File: config.mk
export PLATFORM = sky130hd
export DESIGN_NAME = frame_deframer_crc16
export DESIGN_NICKNAME = d
export VERILOG_FILES = /design/src/rtl/fdc_pkg.sv /design/src/rtl/fdc_parser.sv /design/src/rtl/fdc_out_stage.sv /design/src/rtl/frame_deframer_crc16.sv
export SDC_FILE = /design/constraint.sdc
export NUM_CORES = 1
export LEC_CHECK = 0
export BUFFER_PORTS_ARGS = -buffer_cell sky130_fd_sc_hd__buf_2
export CORE_MARGIN = 1.5
export CORE_UTILIZATION = 25
export DETAILED_ROUTE_END_ITERATION = 8
export GPL_TIMING_DRIVEN = 0
export PLACE_DENSITY = 0.46
export SYNTH_ARGS = -nofsm -noshare
export SYNTH_HDL_FRONTEND = slang
export SYNTH_SLANG_ARGS = --single-unit
File: constraint.sdc
create_clock -name clock -period 12 [get_ports clock]
set_input_delay 1.8 -clock clock [delete_from_list [all_inputs] [get_ports clock]]
set_output_delay 1.8 -clock clock [all_outputs]
set_load 0.01 [all_outputs]
File: src/rtl/fdc_pkg.sv
// ----------------------------------------------------------------------------
// fdc_pkg
// Shared types, constants and the byte-wide crc update for the frame deframer.
// ----------------------------------------------------------------------------
package fdc_pkg;

   // crc-16 with 0xffff preset, polynomial 0x1021, msb first, no final xor
   localparam logic [15:0] CRC_INIT = 16'hFFFF;
   localparam logic [15:0] CRC_POLY = 16'h1021;

   localparam logic [15:0] MAX_PAYLOAD_RESET = 16'd1024;

   // configuration register indexes
   localparam logic [1:0] CSR_SYNC_FIRST  = 2'd0;
   localparam logic [1:0] CSR_SYNC_SECOND = 2'd1;
   localparam logic [1:0] CSR_MAX_PAYLOAD = 2'd2;

   // result kinds
   localparam logic KIND_PAYLOAD = 1'b0;
   localparam logic KIND_VERDICT = 1'b1;

   typedef enum logic [3:0] {
      PH_SYNC1   = 4'd0,
      PH_SYNC2   = 4'd1,
      PH_TYPE    = 4'd2,
      PH_EP      = 4'd3,
      PH_SEQ_LO  = 4'd4,
      PH_SEQ_HI  = 4'd5,
      PH_LEN_LO  = 4'd6,
      PH_LEN_HI  = 4'd7,
      PH_PAYLOAD = 4'd8,
      PH_CRC_LO  = 4'd9,
      PH_CRC_HI  = 4'd10
   } phase_type;

   typedef struct packed {
      logic        kind;
      logic [7:0]  data_byte;
      logic [7:0]  frame_type;
      logic [7:0]  endpoint;
      logic [15:0] sequence_res;
      logic [15:0] frame_length;
      logic        crc_ok;
      logic        frame_end;
   } result_type;

   // one byte through the crc, bit by bit
   function automatic logic [15:0] crc_byte(input logic [15:0] crc, input logic [7:0] b);
      logic [15:0] c;
      c = crc ^ {b, 8'h00};
      for (int k = 0; k < 8; k++) begin
         if (c[15]) begin
            c = {c[14:0], 1'b0} ^ CRC_POLY;
         end else begin
            c = {c[14:0], 1'b0};
         end
      end
      return c;
   endfunction

endpackage

File: src/rtl/fdc_parser.sv
// ----------------------------------------------------------------------------
// fdc_parser
// Configuration registers, frame state machine, header capture and running
// crc. Produces at most one result for each accepted byte.
// ----------------------------------------------------------------------------
module fdc_parser
   import fdc_pkg::*;
(
   input  logic        clock,
   input  logic        reset,
   input  logic        csr_write_en,
   input  logic [1:0]  csr_index,
   input  logic [15:0] csr_wdata,
   input  logic        accept,
   input  logic [7:0]  rx_byte,
   output logic        res_valid,
   output result_type  res_data
);

   logic [7:0]  sync_first_ff;
   logic [7:0]  sync_second_ff;
   logic [15:0] max_payload_ff;

   phase_type   phase_ff, phase_in;
   logic [7:0]  held_type_ff, held_type_in;
   logic [7:0]  held_endpoint_ff, held_endpoint_in;
   logic [15:0] held_sequence_ff, held_sequence_in;
   logic [15:0] held_length_ff, held_length_in;
   logic [15:0] bytes_seen_ff, bytes_seen_in;
   logic [15:0] running_crc_ff, running_crc_in;
   logic [7:0]  trailer_low_ff, trailer_low_in;

   logic [15:0] crc_next;
   logic [15:0] length_full;
   logic [15:0] seen_next;

   assign crc_next    = crc_byte(running_crc_ff, rx_byte);
   assign length_full = {rx_byte, held_length_ff[7:0]};
   assign seen_next   = bytes_seen_ff + 16'd1;

   // configuration registers
   always_ff @(posedge clock) begin
      if (reset) begin
         sync_first_ff  <= 8'd0;
         sync_second_ff <= 8'd0;
         max_payload_ff <= MAX_PAYLOAD_RESET;
      end else if (csr_write_en) begin
         unique case (csr_index)
            CSR_SYNC_FIRST:  sync_first_ff  <= csr_wdata[7:0];
            CSR_SYNC_SECOND: sync_second_ff <= csr_wdata[7:0];
            CSR_MAX_PAYLOAD: max_payload_ff <= csr_wdata;
            default: ;
         endcase
      end
   end

   // next phase
   always_comb begin
      phase_in = phase_ff;
      unique case (phase_ff)
         PH_SYNC2: begin
            if (rx_byte == sync_second_ff) begin
               phase_in = PH_TYPE;
            end else if (rx_byte != sync_first_ff) begin
               phase_in = PH_SYNC1;
            end
         end
         PH_TYPE:   phase_in = PH_EP;
         PH_EP:     phase_in = PH_SEQ_LO;
         PH_SEQ_LO: phase_in = PH_SEQ_HI;
         PH_SEQ_HI: phase_in = PH_LEN_LO;
         PH_LEN_LO: phase_in = PH_LEN_HI;
         PH_LEN_HI: begin
            if (length_full > max_payload_ff) begin
               phase_in = PH_SYNC1;
            end else if (length_full == 16'd0) begin
               phase_in = PH_CRC_LO;
            end else begin
               phase_in = PH_PAYLOAD;
            end
         end
         PH_PAYLOAD: begin
            if (seen_next == held_length_ff) begin
               phase_in = PH_CRC_LO;
            end
         end
         PH_CRC_LO: phase_in = PH_CRC_HI;
         PH_CRC_HI: phase_in = PH_SYNC1;
         default: begin
            // hunt for the first sync byte
            phase_in = (rx_byte == sync_first_ff) ? PH_SYNC2 : PH_SYNC1;
         end
      endcase
   end

   // header capture, crc and result
   always_comb begin
      held_type_in     = held_type_ff;
      held_endpoint_in = held_endpoint_ff;
      held_sequence_in = held_sequence_ff;
      held_length_in   = held_length_ff;
      bytes_seen_in    = bytes_seen_ff;
      running_crc_in   = running_crc_ff;
      trailer_low_in   = trailer_low_ff;
      res_valid        = 1'b0;
      res_data.kind         = KIND_PAYLOAD;
      res_data.data_byte    = 8'd0;
      res_data.frame_type   = held_type_ff;
      res_data.endpoint     = held_endpoint_ff;
      res_data.sequence_res = held_sequence_ff;
      res_data.frame_length = held_length_ff;
      res_data.crc_ok       = 1'b0;
      res_data.frame_end    = 1'b0;
      unique case (phase_ff)
         PH_SYNC2: begin
            if (rx_byte == sync_second_ff) begin
               running_crc_in = CRC_INIT;
            end
         end
         PH_TYPE: begin
            held_type_in   = rx_byte;
            running_crc_in = crc_next;
         end
         PH_EP: begin
            held_endpoint_in = rx_byte;
            running_crc_in   = crc_next;
         end
         PH_SEQ_LO: begin
            held_sequence_in = {8'd0, rx_byte};
            running_crc_in   = crc_next;
         end
         PH_SEQ_HI: begin
            held_sequence_in = {rx_byte, held_sequence_ff[7:0]};
            running_crc_in   = crc_next;
         end
         PH_LEN_LO: begin
            held_length_in = {8'd0, rx_byte};
            running_crc_in = crc_next;
         end
         PH_LEN_HI: begin
            held_length_in = length_full;
            running_crc_in = crc_next;
            if (length_full <= max_payload_ff) begin
               bytes_seen_in = 16'd0;
            end
         end
         PH_PAYLOAD: begin
            running_crc_in     = crc_next;
            bytes_seen_in      = seen_next;
            res_valid          = accept;
            res_data.data_byte = rx_byte;
         end
         PH_CRC_LO: begin
            trailer_low_in = rx_byte;
         end
         PH_CRC_HI: begin
            res_valid          = accept;
            res_data.kind      = KIND_VERDICT;
            res_data.crc_ok    = ({rx_byte, trailer_low_ff} == running_crc_ff);
            res_data.frame_end = 1'b1;
         end
         default: ;
      endcase
   end

   // state registers, advanced on each accepted byte
   always_ff @(posedge clock) begin
      if (reset) begin
         phase_ff         <= PH_SYNC1;
         held_type_ff     <= 8'd0;
         held_endpoint_ff <= 8'd0;
         held_sequence_ff <= 16'd0;
         held_length_ff   <= 16'd0;
         bytes_seen_ff    <= 16'd0;
         running_crc_ff   <= CRC_INIT;
         trailer_low_ff   <= 8'd0;
      end else if (accept) begin
         phase_ff         <= phase_in;
         held_type_ff     <= held_type_in;
         held_endpoint_ff <= held_endpoint_in;
         held_sequence_ff <= held_sequence_in;
         held_length_ff   <= held_length_in;
         bytes_seen_ff    <= bytes_seen_in;
         running_crc_ff   <= running_crc_in;
         trailer_low_ff   <= trailer_low_in;
      end
   end

   // payload count never reaches the header length while streaming
   assert property (@(posedge clock) disable iff (reset)
      phase_ff == PH_PAYLOAD |-> bytes_seen_ff < held_length_ff)
      else $error("payload count out of range");

   // results only come from payload or trailer bytes
   assert property (@(posedge clock) disable iff (reset)
      res_valid |-> accept && (phase_ff == PH_PAYLOAD || phase_ff == PH_CRC_HI))
      else $error("result outside payload or trailer");

   // trailer closes the frame and the hunt restarts
   assert property (@(posedge clock) disable iff (reset)
      accept && phase_ff == PH_CRC_HI |=> phase_ff == PH_SYNC1)
      else $error("frame not closed after trailer");

   // an oversized length never enters the payload phase
   assert property (@(posedge clock) disable iff (reset)
      accept && phase_ff == PH_LEN_HI && length_full > max_payload_ff |=> phase_ff == PH_SYNC1)
      else $error("oversized frame not dropped");

endmodule

File: src/rtl/fdc_out_stage.sv
// ----------------------------------------------------------------------------
// fdc_out_stage
// Result register with one skid entry, so the input keeps flowing while a
// result waits to be taken, until the skid entry fills and stalls the input.
// ----------------------------------------------------------------------------
module fdc_out_stage
   import fdc_pkg::*;
(
   input  logic       clock,
   input  logic       reset,
   input  logic       in_valid,
   input  result_type in_data,
   output logic       in_stall,
   output logic       out_valid,
   output result_type out_data,
   input  logic       out_stall
);

   logic       out_valid_ff;
   result_type out_data_ff;
   logic       skid_valid_ff;
   result_type skid_data_ff;
   logic       out_free;

   assign in_stall  = skid_valid_ff;
   assign out_valid = out_valid_ff;
   assign out_data  = out_data_ff;
   assign out_free  = !out_valid_ff || !out_stall;

   // control
   always_ff @(posedge clock) begin
      if (reset) begin
         out_valid_ff  <= 1'b0;
         skid_valid_ff <= 1'b0;
      end else if (out_free) begin
         out_valid_ff  <= skid_valid_ff || in_valid;
         skid_valid_ff <= 1'b0;
      end else if (in_valid && !skid_valid_ff) begin
         skid_valid_ff <= 1'b1;
      end
   end

   // payload
   always_ff @(posedge clock) begin
      if (out_free) begin
         out_data_ff <= skid_valid_ff ? skid_data_ff : in_data;
      end
      if (!out_free && !skid_valid_ff) begin
         skid_data_ff <= in_data;
      end
   end

   // skid entry only fills behind a held result
   assert property (@(posedge clock) disable iff (reset)
      skid_valid_ff |-> out_valid_ff)
      else $error("skid entry full with empty output");

   // a held result with a full skid entry keeps both
   assert property (@(posedge clock) disable iff (reset)
      skid_valid_ff && out_stall |=> skid_valid_ff && out_valid_ff)
      else $error("result lost under stall");

   // a taken result with a full skid entry moves the skid entry forward
   assert property (@(posedge clock) disable iff (reset)
      skid_valid_ff && !out_stall |=> out_valid_ff && !skid_valid_ff
         && out_data_ff == $past(skid_data_ff))
      else $error("skid entry not forwarded");

endmodule

File: src/rtl/frame_deframer_crc16.sv
// ----------------------------------------------------------------------------
// frame_deframer_crc16
// Sync hunt, header parse, payload streaming and crc-16 trailer check.
// ----------------------------------------------------------------------------
// a result is registered, in the output or skid register, before rsp_valid
// one byte per cycle unless req_stall; header, crc and phase update per byte
// req_stall rises only when the result register and its skid entry are full
// reset (synchronous): hunt for first sync, crc preset 0xffff, sync bytes 0,
// max payload 1024, no result pending
module frame_deframer_crc16
   import fdc_pkg::*;
(
   input  logic        clock,
   input  logic        reset,
   input  logic        csr_write_en,
   input  logic [1:0]  csr_index,
   input  logic [15:0] csr_wdata,
   input  logic        req_valid,
   output logic        req_stall,
   input  logic [7:0]  req_rx_byte,
   output logic        rsp_valid,
   input  logic        rsp_stall,
   output logic        rsp_kind,
   output logic [7:0]  rsp_data_byte,
   output logic [7:0]  rsp_frame_type,
   output logic [7:0]  rsp_endpoint,
   output logic [15:0] rsp_sequence_res,
   output logic [15:0] rsp_frame_length,
   output logic        rsp_crc_ok,
   output logic        rsp_frame_end
);

   logic       accept;
   logic       res_valid;
   result_type res_data;
   result_type rsp_data;

   assign accept = req_valid && !req_stall;

   // frame parser
   fdc_parser u_parser (
      .clock        (clock),
      .reset        (reset),
      .csr_write_en (csr_write_en),
      .csr_index    (csr_index),
      .csr_wdata    (csr_wdata),
      .accept       (accept),
      .rx_byte      (req_rx_byte),
      .res_valid    (res_valid),
      .res_data     (res_data)
   );

   // result register with skid entry
   fdc_out_stage u_out (
      .clock     (clock),
      .reset     (reset),
      .in_valid  (res_valid),
      .in_data   (res_data),
      .in_stall  (req_stall),
      .out_valid (rsp_valid),
      .out_data  (rsp_data),
      .out_stall (rsp_stall)
   );

   assign rsp_kind         = rsp_data.kind;
   assign rsp_data_byte    = rsp_data.data_byte;
   assign rsp_frame_type   = rsp_data.frame_type;
   assign rsp_endpoint     = rsp_data.endpoint;
   assign rsp_sequence_res = rsp_data.sequence_res;
   assign rsp_frame_length = rsp_data.frame_length;
   assign rsp_crc_ok       = rsp_data.crc_ok;
   assign rsp_frame_end    = rsp_data.frame_end;

endmodule
# Word level (Yosys, flattened, before mapping)

Index checks and enable logic that the tools add are counted.

Add/subtract/negate cells: 1
Order comparisons: 2
Equal/unequal tests: 21
Muxes and demuxes: 26
Bitwise operators: 11
Reductions and logical operators: 31

Operators with widths:

| kind                                                                   | count |
|---|---|
| 16-bit case mux with 2 select lines                                    | 4 |
| 13-bit two-way mux                                                     | 8 |
| 59-bit two-way mux                                                     | 1 |
| 4-bit case mux with 10 select lines                                    | 1 |
| 16-bit equality test                                                   | 2 |
| 16-bit two-way mux                                                     | 2 |
| 3-bit NOT                                                              | 8 |
| 16-bit by 1-bit adder with 16-bit output (second input constant)       | 1 |
| 4-bit by 3-bit equality test with 1-bit output (second input constant) | 4 |
| 8-bit equality test                                                    | 2 |
| 16-bit > comparator                                                    | 1 |
| 16-bit less-or-equal comparator                                        | 1 |
| 16-bit zero test                                                       | 1 |
| 4-bit two-way mux                                                      | 4 |
| 2-bit AND reduction                                                    | 8 |
| 16-bit XOR                                                             | 1 |
| 3-bit AND reduction                                                    | 5 |
| 4-bit equality test (second input constant)                            | 3 |
| 4-bit by 2-bit equality test with 1-bit output (second input constant) | 2 |
| 8-bit two-way mux                                                      | 1 |
| 8-bit != test                                                          | 1 |
| 2-bit nonzero test                                                     | 4 |
| 7-bit OR reduction                                                     | 1 |
| 2-bit by 1-bit != test with 1-bit output (second input constant)       | 3 |
| other kinds (12)                                                       | 23 |

Register bits after elaboration: 244
Input port bits: 31

# Logic depth before layout (Yosys ltp)

Word-level depth: 18
Mapped depth: 10

# Modules after synthesis

From an unflattened synthesis, not the netlist that was laid out.

Cell total of the unflattened synthesis: 988
Area, all modules: 11,260.8 um^2

By module, submodules not included:

| module               | instances | cells an instance | area each (um^2) | seq. area each (um^2) |
|---|---|---|---|---|
| fdc_parser           | 1         | 796               | 6,628.9          | 2,482.4 |
| fdc_out_stage        | 1         | 191               | 4,618.2          | 3,583.4 |
| frame_deframer_crc16 | 1         | 1                 | 13.8             | 0.0 |

# Worst setup path after synthesis

OpenSTA, ideal clock, no wires.

Kind: input port to flip-flop
From: input rsp_stall
To: register u_out.skid_data_ff[0] (netlist bit), enable pin
Library setup time: 0.473 ns
Arrival: 5.725 ns
Slack: 5.802 ns
Stages on the path: 2
Buffers on the path: 0
Cell sequence: nand2_1 nor2_1

Cells in the longest elaborated chain, start to end: 4

Ends and longest elaborated chain:

| item                   | line                       | source |
|---|---|---|
| start: declaration     | frame_deframer_crc16.sv:22 | `input logic rsp_stall,` |
| 1-bit zero test        | fdc_out_stage.sv:28        | `assign out_free = !out_valid_ff \|\| !out_stall;` |
| 1-bit logical OR       | fdc_out_stage.sv:28        |  |
| 1-bit zero test        | fdc_out_stage.sv:48        | `if (!out_free && !skid_valid_ff) begin` |
| 1-bit logical AND      | fdc_out_stage.sv:48        |  |
| end signal: assignment | fdc_out_stage.sv:49        | `skid_data_ff <= in_data;` |
| end: declaration       | fdc_out_stage.sv:22        | `result_type skid_data_ff;` |

No other way between the ends.
A chain may end at the register's enable or synchronous reset.

# Worst setup path after layout

From: input req_rx_byte[1]
To: register u_parser.running_crc_ff[15]

Cells in the longest elaborated chain, start to end: 3

Ends and longest elaborated chain:

| item                                                      | line                       | source |
|---|---|---|
| start: declaration                                        | frame_deframer_crc16.sv:20 | `input logic [7:0] req_rx_byte,` |
| 8-bit equality test                                       | fdc_parser.sv:116          | `if (rx_byte == sync_second_ff) begin` |
| 2-bit by 1-bit != test with 1-bit output (no source line) | n/a                        |  |
| 3-bit AND reduction (no source line)                      | n/a                        |  |
| end signal: assignment                                    | fdc_parser.sv:184          | `running_crc_ff <= running_crc_in;` |
| end: declaration                                          | fdc_parser.sv:30           | `logic [15:0] running_crc_ff, running_crc_in;` |

No other way between the ends.

==> results.json <==
{
  "grt_use_total_pct": 12.5,
  "vias": 7219,
  "antenna_found_initial": 0,
  "drv_slew": 0,
  "p_per_area_mw_per_mm2": 143,
  "ir_drop_v": 0.000114,
  "dp_slack_ns": 7.51,
  "cp_max_fo": 10,
  "start_util_pct": 25.2,
  "worstSetupEndpointType": "flop",
  "hold_buffers": 0,
  "ys_seq_area_share_pct": 56.9,
  "yosys-top-cells-area": "edfxtp_1 (33%), dfxtp_1 (24%), mux2_2 (6.1%), mux2i_1 (5.0%), xnor2_1 (3.3%)",
  "cts.sink_count": 242,
  "setup_slack_ns": 7.94,
  "n_fill_cell": 4381,
  "worstHoldStart": "u_parser.held_type_ff[6]$_SDFFE_PP0P_",
  "cts_root_buffer": "clkbuf_16",
  "synth.top_cell.area_share_pct": 33.0,
  "cts_buffer_depth": 3,
  "min_period_ns": 4.06,
  "cp_data_arrival_time_ns": 4.55,
  "min_to": "u_out.skid_data_ff[48]$_DFFE_PP_",
  "routed_wl_um": 27300,
  "p_leak_uw": 0.00523,
  "avgSynthCellArea_um2": 11.2,
  "grt_setup_unrepaired": "no",
  "yosysUniqueCellTypes": 59,
  "post-cts-setup-buffers": 0,
  "finalSetupViolCount": 0,
  "drive_gt1_share_pct": 19.9,
  "worst_pin_slew_ns": 1.31,
  "netlist_area_mm2": 0.0106,
  "hpwl_um": 19000,
  "gr-total-overflow": 0,
  "worstHoldPathCells": 0,
  "grt_pass1_vias": 7085,
  "die_w_um": 209,
  "grt_max_degree": 62,
  "drt_iter0_drc": 409,
  "hold_class": "flop to flop",
  "ys_seq_elements": 242,
  "synthesis.nets": 995,
  "cts_resized": 0,
  "worst-r2r-cell-count": 7,
  "htreeDepth": 1,
  "max_slew_margin_pct": 11.9,
  "r2r-end": "u_parser.running_crc_ff[15]$_SDFFE_PP1P_",
  "synth-async-reset-ratio_pct": 0,
  "clock_latency_ns": 0.57,
  "area_growth_pct": 20.5,
  "hold_ws_ns": 0.453,
  "synthCells": 947,
  "ff2ff_setup_slack_ns": 9.05,
  "finalHoldViolations": 0,
  "grt_pass1_wl_um": 42300,
  "drcViolationCount": 0,
  "antenna_cells": 0,
  "ios": 92,
  "stdcell_count": 1630,
  "fp.dieH_um": 209,
  "synth_area_leader_cell": "edfxtp_1",
  "cts_tree": "done",
  "path_class": "primary input to flop",
  "r2r_start": "u_parser.sync_second_ff[1]$_SDFFE_PP0P_",
  "tns_ns": 0,
  "cts_inserted_buffers": 28,
  "rows": 75,
  "clk_pin_slew_ns": 0.06,
  "port_buffers": 90,
  "start_kind": "primary input",
  "status": "finished clean",
  "wire_per_inst_um": 16.7,
  "dpl.cell_count": 1578,
  "final_nets": 1117,
  "globalplace.congestion": 0.792,
  "die_area_mm2": 0.0435,
  "multi_input_area_mm2": 0.00419,
  "synth_edf_count": 116,
  "coreArea_mm2": 0.0419,
  "max_cap_violations": 0,
  "fmax_ghz": 0.247,
  "yosys_warnings": 0,
  "seq_area_mm2": 0.00601,
  "layout_common_cells": "dfxtp_1 (126), edfxtp_1 (116), buf_2 (95)",
  "cp_data_required_time_ns": 12.49,
  "final_common_cell": "dfxtp_1",
  "ys.flop_type": "dfxtp_1",
  "dr.pass1.iters": 5,
  "skew_ns": 0.0265,
  "period_share_pct": 33.8,
  "antenna_left": 0,
  "drt-vias-per-instance": 4.43
}
## worst max-delay path: stages
cell and delay [ns]:
buf_2 0.15, xor2_1 0.17, nor4_1 0.81, nand2_1 0.23, a211oi_2 0.69, clkbuf_1 0.45, o22ai_1 0.14, nand2b_1 0.10
## layout make-up
cell class	count	area share, %
Sequential cell	242	47.2
Multi-Input combinational cell	620	32.9
Clock buffer	37	6.16
Tap cell	539	5.30
Timing Repair Buffer	92	3.85
Buffer	64	2.39
Clock inverter	15	1.60
Inverter	21	0.619
## state kept, by name, summed over array words and instances (netlist names)
register / count
u_parser.held_length_ff: 16
u_parser.running_crc_ff: 16
u_parser.sync_second_ff: 8
u_parser.bytes_seen_ff: 16
u_parser.sync_first_ff: 8
u_parser.trailer_low_ff: 8
u_out.out_valid: 1
u_out.out_data: 58
u_parser.phase_ff: 4
u_parser.max_payload_ff: 16
u_parser.held_endpoint_ff: 8
u_parser.held_type_ff: 8
u_out.in_stall: 1
u_parser.held_sequence_ff: 16
u_out.skid_data_ff: 58
## worst max path at each step
| stage | from | to | slack [ns] | cells past startpoint |
|---|---|---|---|---|
| final | req_rx_byte[1] | u_parser.running_crc_ff[15]$_SDFFE_PP1P_ | 7.94 | 8 |
| after global routing | req_rx_byte[6] | u_parser.running_crc_ff[6]$_SDFFE_PP1P_ | 7.84 | 8 |
| after CTS | req_rx_byte[6] | u_parser.running_crc_ff[6]$_SDFFE_PP1P_ | 8.08 | 8 |
| after detailed placement | req_rx_byte[6] | u_parser.running_crc_ff[5]$_SDFFE_PP1P_ | 7.51 | 8 |
| after global placement | rsp_stall | u_out.skid_data_ff[14]$_DFFE_PP_ | 3.12 | 3 |
| after floorplan | rsp_stall | u_out.skid_data_ff[0]$_DFFE_PP_ | 5.80 | 2 |
## layer usage
layer	routed length (um)	vias to the layer above	track usage [%]
met5	0	-	0
met4	599	0	3.15
met3	959	32	2.16
met2	11500	122	18.5
met1	14200	3470	18.6
li1	-	3595	-
## stage by stage
stage               total power [uW]  cell area (um2)  utilization (%)
floorplan                        916            10600                -
finish                          1820            12700             30.4
global route                    1890            12700             30.4
global placement                 943            11700             27.9
CTS                             1850            12700             30.4
detailed placement               943            11700             28.1
## cell usage after synthesis, types with 2 or more instances
cell / instances
a21oi_1: 67
a22oi_1: 7
a2bb2oi_1: 3
a31oi_1: 2
and3_1: 13
buf_1: 3
buf_2: 5
buf_4: 2
buf_6: 4
clkbuf_1: 48
clkbuf_8: 2
dfxtp_1: 126
edfxtp_1: 116
ha_1: 17
inv_1: 21
mux2_2: 57
mux2i_1: 53
nand2_1: 82
nand2b_1: 18
nand3_1: 28
nand3b_1: 2
nand4_1: 12
nor2_1: 93
nor2b_1: 3
nor3_1: 8
nor3b_1: 2
nor4_1: 12
o21a_1: 2
o21ai_0: 19
o22ai_1: 14
or2_2: 2
or3_1: 3
xnor2_1: 40
xor2_1: 36
## power by group
group,switching [uW],internal [uW]
logic,41.6,20.3
clock network,353,547
registers,2.09,861
## cell families after synthesis
group | Yosys count | share of synthesized area (%)
adder cells (fa/ha/maj) | 17 | 2.01
flip-flops | 242 | 56.9
multiplexers | 110 | 11.1
buffers and inverters | 85 | 3.62
XOR/XNOR | 76 | 6.30
AND/OR/NAND/NOR | 288 | 12.8
AO/OA/AOI/OAI | 129 | 7.32
Power figures use the tool's default switching activity.
